--- config.mk ---
export PLATFORM = sky130hd
export DESIGN_NAME = eve_ctrl
export DESIGN_NICKNAME = d
export VERILOG_FILES = /design/src/rtl/core/eve_pkg.sv /design/src/rtl/core/eve_ctrl.sv
export SDC_FILE = /design/constraint.sdc
export NUM_CORES = 1
export LEC_CHECK = 0
export ABC_CLOCK_PERIOD_IN_PS = 3300
export BUFFER_PORTS_ARGS = -buffer_cell sky130_fd_sc_hd__clkbuf_2
export CORE_MARGIN = 10
export CORE_UTILIZATION = 40
export CTS_BUF_LIST = sky130_fd_sc_hd__clkbuf_4 sky130_fd_sc_hd__clkbuf_8
export DETAILED_ROUTE_END_ITERATION = 16
export GPL_TIMING_DRIVEN = 1
export HOLD_SLACK_MARGIN = 0.15
export PLACE_DENSITY = 0.66
export SLEW_MARGIN = 20
export SYNTH_ARGS = -nofsm -noshare
export SYNTH_HDL_FRONTEND = slang
export SYNTH_SLANG_ARGS = --single-unit
--- constraint.sdc ---
create_clock -name i_clk -period 3.3 [get_ports i_clk]
set_clock_uncertainty 0.05 [all_clocks]
set_input_delay 0.66 -clock i_clk [delete_from_list [all_inputs] [get_ports i_clk]]
set_output_delay 0.66 -clock i_clk [all_outputs]
set_load 0.01 [all_outputs]
--- src/rtl/core/eve_pkg.sv ---
// Shared types, widths and constants of the acceleration alpha block.
package eve_pkg;

    localparam int X_W             = 16;
    localparam int RATIO_W         = 24;
    localparam int ALPHA_W         = 16;
    localparam int LOG_FRAC_BITS   = 16;
    localparam int RATIO_FRAC_BITS = 16;
    localparam int ALPHA_FRAC_BITS = 16;
    localparam int MANT_BITS       = 30;
    localparam int MANT_W          = MANT_BITS + 1;
    localparam int POS_W           = $clog2(RATIO_W);
    localparam int LMAG_W          = 21;
    localparam int LPROD_W         = 2 * LMAG_W - 1;
    localparam int LO_W            = 21;
    localparam int HI_W            = LPROD_W - LO_W;
    localparam int XSQ_W           = 2 * X_W;
    localparam int FULL_W          = XSQ_W + LPROD_W + 1;
    localparam int TERM_W          = FULL_W - LOG_FRAC_BITS;
    localparam int ACC_W           = 64;
    localparam int ITER_W          = 4;

    localparam logic [ALPHA_W-1:0] CAP_RESET = 16'd64225;
    localparam logic [ITER_W-1:0]  LOG_LAST  = ITER_W'(LOG_FRAC_BITS - 1);
    localparam logic [ITER_W-1:0]  DIV_LAST  = ITER_W'(ALPHA_FRAC_BITS - 1);

    typedef struct packed {
        logic [X_W-1:0]     x_now;
        logic [X_W-1:0]     x_prev;
        logic [RATIO_W-1:0] ratio_now;
        logic [RATIO_W-1:0] ratio_prev;
        logic               last_voxel;
    } t_in_word;

    typedef struct packed {
        logic [ALPHA_W-1:0] alpha_raw;
        logic [ALPHA_W-1:0] alpha_damped;
        logic               zero_denominator;
    } t_out_word;

    typedef enum logic [3:0] {
        S_IDLE, S_LOG, S_MULA, S_MULLO, S_MULHI, S_ACC, S_DINIT, S_DIV, S_FIN
    } t_state;

    typedef struct packed {
        logic load;
        logic log_step;
        logic mul_a;
        logic mul_lo;
        logic mul_hi;
        logic acc;
        logic div_init;
        logic div_step;
        logic fin;
    } t_dp_cmd;

    typedef struct packed {
        logic last;
        logic out_free;
    } t_dp_sts;

endpackage

--- src/rtl/core/eve_ctrl.sv ---
// Sequencer for log, multiply, accumulate and divide steps.
module eve_ctrl import eve_pkg::*; (
    input  logic    i_clk,
    input  logic    i_rst_n,
    input  logic    i_in_valid,
    output logic    o_in_ready,
    input  t_dp_sts i_sts,
    output t_dp_cmd o_cmd,
    output t_state  o_state
);

    t_state             r_state, n_state;
    logic [ITER_W-1:0]  r_cnt, n_cnt;

    always_ff @(posedge i_clk) begin
        if (!i_rst_n) begin
            r_state <= S_IDLE;
            r_cnt   <= '0;
        end else begin
            r_state <= n_state;
            r_cnt   <= n_cnt;
        end
    end

    always_comb begin
        n_state = r_state;
        n_cnt   = r_cnt;
        unique case (r_state)
            S_IDLE: begin
                if (i_in_valid) begin
                    n_state = S_LOG;
                    n_cnt   = LOG_LAST;
                end
            end
            S_LOG: begin
                n_cnt = r_cnt - 1'b1;
                if (r_cnt == '0) n_state = S_MULA;
            end
            S_MULA:  n_state = S_MULLO;
            S_MULLO: n_state = S_MULHI;
            S_MULHI: n_state = S_ACC;
            S_ACC:   n_state = i_sts.last ? S_DINIT : S_IDLE;
            S_DINIT: begin
                n_state = S_DIV;
                n_cnt   = DIV_LAST;
            end
            S_DIV: begin
                n_cnt = r_cnt - 1'b1;
                if (r_cnt == '0) n_state = S_FIN;
            end
            S_FIN: begin
                if (i_sts.out_free) n_state = S_IDLE;
            end
            default: n_state = S_IDLE;
        endcase
    end

    always_comb begin
        o_cmd      = '0;
        o_in_ready = 1'b0;
        unique case (r_state)
            S_IDLE: begin
                o_in_ready = 1'b1;
                o_cmd.load = i_in_valid;
            end
            S_LOG:   o_cmd.log_step = 1'b1;
            S_MULA:  o_cmd.mul_a    = 1'b1;
            S_MULLO: o_cmd.mul_lo   = 1'b1;
            S_MULHI: o_cmd.mul_hi   = 1'b1;
            S_ACC:   o_cmd.acc      = 1'b1;
            S_DINIT: o_cmd.div_init = 1'b1;
            S_DIV:   o_cmd.div_step = 1'b1;
            S_FIN:   o_cmd.fin      = i_sts.out_free;
            default: o_cmd = '0;
        endcase
    end

    assign o_state = r_state;

endmodule

After elaboration in Yosys (flattened, before gate mapping)
Cells that the tools add are included.
Operators by class
  add/subtract/negate cells: 1
  equality and inequality tests: 12
  mux-type cells: 18
  reduce and logical (&&, ||, !) cells: 6
Operators by type and width (count)
  4-bit case mux with 9 select lines: 1
  4-bit 2-to-1 mux: 5
  4-bit by 3-bit == test with 1-bit output (second input constant): 4
  4-bit case mux with 3 select lines: 1
  1-bit 2-to-1 mux: 10
  4-bit by 2-bit == test with 1-bit output (second input constant): 2
  4-bit zero test: 2
  2-bit != test (second input constant): 4
  4-bit by 1-bit == test with 1-bit output (second input constant): 1
  4-bit == test (second input constant): 1
  4-bit AND reduction: 1
  4-bit by 1-bit subtractor with 4-bit output (second input constant): 1
  3-bit 2-to-1 mux: 1
  3-bit nonzero test: 1
  2-bit AND reduction: 1
  2-bit OR reduction: 1
Word-level totals
  flip-flop bits (word level): 8
  output and inout port bits: 14
  logic and storage cells: 39

Logic depth before layout (Yosys ltp)
  depth in word-level cells: 4
  depth in mapped cells: 6

Worst setup path before layout
No wires, ideal clock.
  path kind: register -> output
  from: register r_state[0], in the netlist o_state[0]
  to: output o_cmd[8] (netlist bit)
  arrival time: 1.246 ns
  required time: 2.590 ns
  path slack: 1.344 ns
  cell stages (with the launch flop): 4
  path buffers: 1
  cells stage by stage: dfxtp_1 -> buf_2 -> nor4_1 -> and2_1
RTL lines
  start, declared: line eve_ctrl.sv:12  | t_state r_state, n_state;
  start signal, assigned: line eve_ctrl.sv:20  | r_state <= n_state;
  end, declared: line eve_ctrl.sv:8  | output t_dp_cmd o_cmd,

==> flow_summary.yaml <==
finish:
  multi_input_area_um2: 353
  seq_area_um2: 160
  fillers: 144
  layout-drive-gt1-share: 0.279
  antennaDiodeCount: 0
  nets: 94
  syn2layout_area_growth_pct: 16.3
logic_synthesis:
  yosysSeqAreaShare: 0.283
  syn-num-nets: 78
  synth_cell_types: 33
  synth_top_area_frac: 0.283
  synth_ff_type: "dfxtp_1"
  synthAdderAreaFrac: 0.0221
  syn_inst: 72
  synth-xor-area-share: 0.0155
  synth_top_family_by_area: "simple AND/OR/NAND/NOR gates"
  ys.warnings.count: 0
  synth_area_um2: 567
  netlist.top_cell.by_area: "dfxtp_1"
  ys_async_sr_fraction: 0
  ys_ff_latch: 8
  yosys-top-cells-area: "dfxtp_1 28%, nor3_1 5.3%, a221oi_2 5.3%"
  synth-simple-area-share: 0.300
  avgSynthCellArea_um2: 7.87
  synthMuxAreaShare: 0.0177
  synth_compound_area_frac: 0.267
  synth_edf_count: 0
setup_path:
  cp_num_cells: 3
  cp-start-kind: "flip-flop"
  critPathKind: "reg -> out"
  critPathRequiredTime_ns: 2.59
  crit_end: "o_cmd[4]"
  worstRegToRegCells: 4
  worst_setup_path_end_kind: "primary output"
  r2r_start: "o_state[3]"
  critPathMaxFanout: 14
  crit_family: "flip-flops"
  worstPathBufferInverterCount: 1
  startpoint: "o_state[2]"
  reg2reg_to: "r_cnt[2]"
  slowest_stage: "dfxtp_1"
  cpPeakStageDelay_ns: 0.59
  cp.arrival_ns: 1.47
  path_cells: "or2b_1 > nor3_1 > clkbuf_2"
  reg2reg_slack_ns: 1.66
pwr:
  ir_drop_mv: 0.285
  fin_total_pwr_mw: 0.424
  p_leak_nw: 0.295
  p_per_area_mw_per_mm2: 643
placement:
  io_buffers: 18
  dp_worst_setup_slack_ns: 1.40
  dp_hpwl_um: 1040
  place_congestion: 0.727
clocking:
  root_buffer: "clkbuf_4"
  ctsResizeCount: 0
  cts_htree_levels: 1
  clock_path_buffers: 2
  post_cts_buffers: 0
  clk_pin_slew_worst_paths_ns: 0.06
  cts_hold_buf: 0
  cts_sinks: 8
  cts_made_buffers: 3
  worstSkewPairLatency_ns: 0.26
  cts_tree: "yes"
sta:
  fin_ws_ns: 1.12
  min_period_ns: 2.18
  worst_pin_slew_ns: 0.601
  hold_violations: 0
  setup_viol_count_final: 0
  fin_tns_setup_ns: 0
  slew_viol_final: 0
  rsz0062_at_grt: "false"
  fin_crit_sh: 0.661
  clock.fmax_ghz: 0.459
  slew-limit-headroom: 0.599
route:
  drc_errors: 0
  first_pass_iters: 2
  drt.antenna.violating_nets: 0
  num_vias: 549
  drt_wl_total_um: 1380
  drt_iter0_markers: 7
  viasPerCell: 5.44
  avgRoutedWirePerCell_um: 13.7
global_route:
  track_usage: 0.0875
  gr-total-overflow: 0
  antenna_found_initial: 0
  grt_max_degree: 18
  grt_pass1_vias: 511
  grt_pass1_wl_um: 2370
floorplanning:
  die_w_um: 57.6
  row_count: 13
  initial_core_util: 0.430
  coreArea_mm2: 0.00132
  die_h_um: 57.6
  dieArea_mm2: 0.00332
  pin_count: 19
worst_hold_path:
  hold_path.class: "reg -> reg"
outcome:
  run_status: "complete, no violations"
flow_run:
  drv_cap: 0
cell type report:
cell class	count	share of cell area
inverters	4	0.0228
well taps	15	0.0285
flip-flops and latches	8	0.243
clock buffers	3	0.0342
multi-input cells	53	0.535
repair buffers	18	0.137
worst min-delay path by stage:
stage                        start       end  slack, ns  cells after the start
after floorplan           r_cnt[1]  r_cnt[1]       0.42                      2
after global placement    r_cnt[1]  r_cnt[1]       0.46                      2
after detailed placement  r_cnt[1]  r_cnt[1]       0.47                      2
after CTS                 r_cnt[1]  r_cnt[1]       0.48                      2
after global routing      r_cnt[1]  r_cnt[1]       0.50                      2
final                     r_cnt[1]  r_cnt[1]       0.47                      2
routing by layer:
| layer | share of wire | track usage |
|---|---|---|
| met4 | 0.0087 | 0.0201 |
| met2 | 0.47 | 0.135 |
| met5 | 0 | 0 |
| met1 | 0.47 | 0.101 |
| met3 | 0.051 | 0.0523 |
per-stage QoR:
stage,instance area (um2),instances,utilization,hold WS (ns)
6_report,659,101,0.500,0.471
5_1_grt,659,101,0.500,0.498
4_1_cts,659,101,0.500,0.476
3_5_place_dp,637,98,0.483,0.466
3_3_place_gp,637,98,0.483,0.457
2_1_floorplan,567,72,-,0.425
registers in the layout (all words and copies together) (netlist names):
register / count
r_cnt: 4
o_state: 4
worst register-to-register path: cells and delay by family (launching register included):
| kind | cells | cell delay, ns |
|---|---|---|
| flops | 1 | 0.70 |
| simple gates | 2 | 0.40 |
| compound gates | 2 | 0.44 |
cells by family (layout without fill, tap and decap cells):
family	after synthesis	after routing
AO/OA/AOI/OAI	18	18
multiplexers	1	1
buffers and inverters	11	25
flip-flops	8	8
adder cells (fa/ha/maj)	1	1
AND/OR/NAND/NOR	32	32
XOR/XNOR	1	1
Yosys cell counts, drive strengths merged (3+ instances only):
master and number:
nor2 6, nor3 6, o21ai 4, nand2 4, dfxtp 8, nand2b 3, inv 4, a221oi 3
nand3 3, buf 5
where the power goes:
group          internal, mW  switching, mW
clock network        0.0416         0.0325
logic                0.0925          0.102
registers             0.119         0.0362
placed cells by master (no fill, tap or decap), types with 3 or more instances in the layout:
cell	Yosys	layout
nand3_1	3	3
dfxtp_1	8	8
nor3_1	6	6
nand2_1	4	4
clkbuf_2	0	18
o21ai_1	3	3
clkbuf_4	0	3
nor2_1	6	6
inv_1	4	4
nand2b_1	3	3
(Power assumes the default switching activity.)
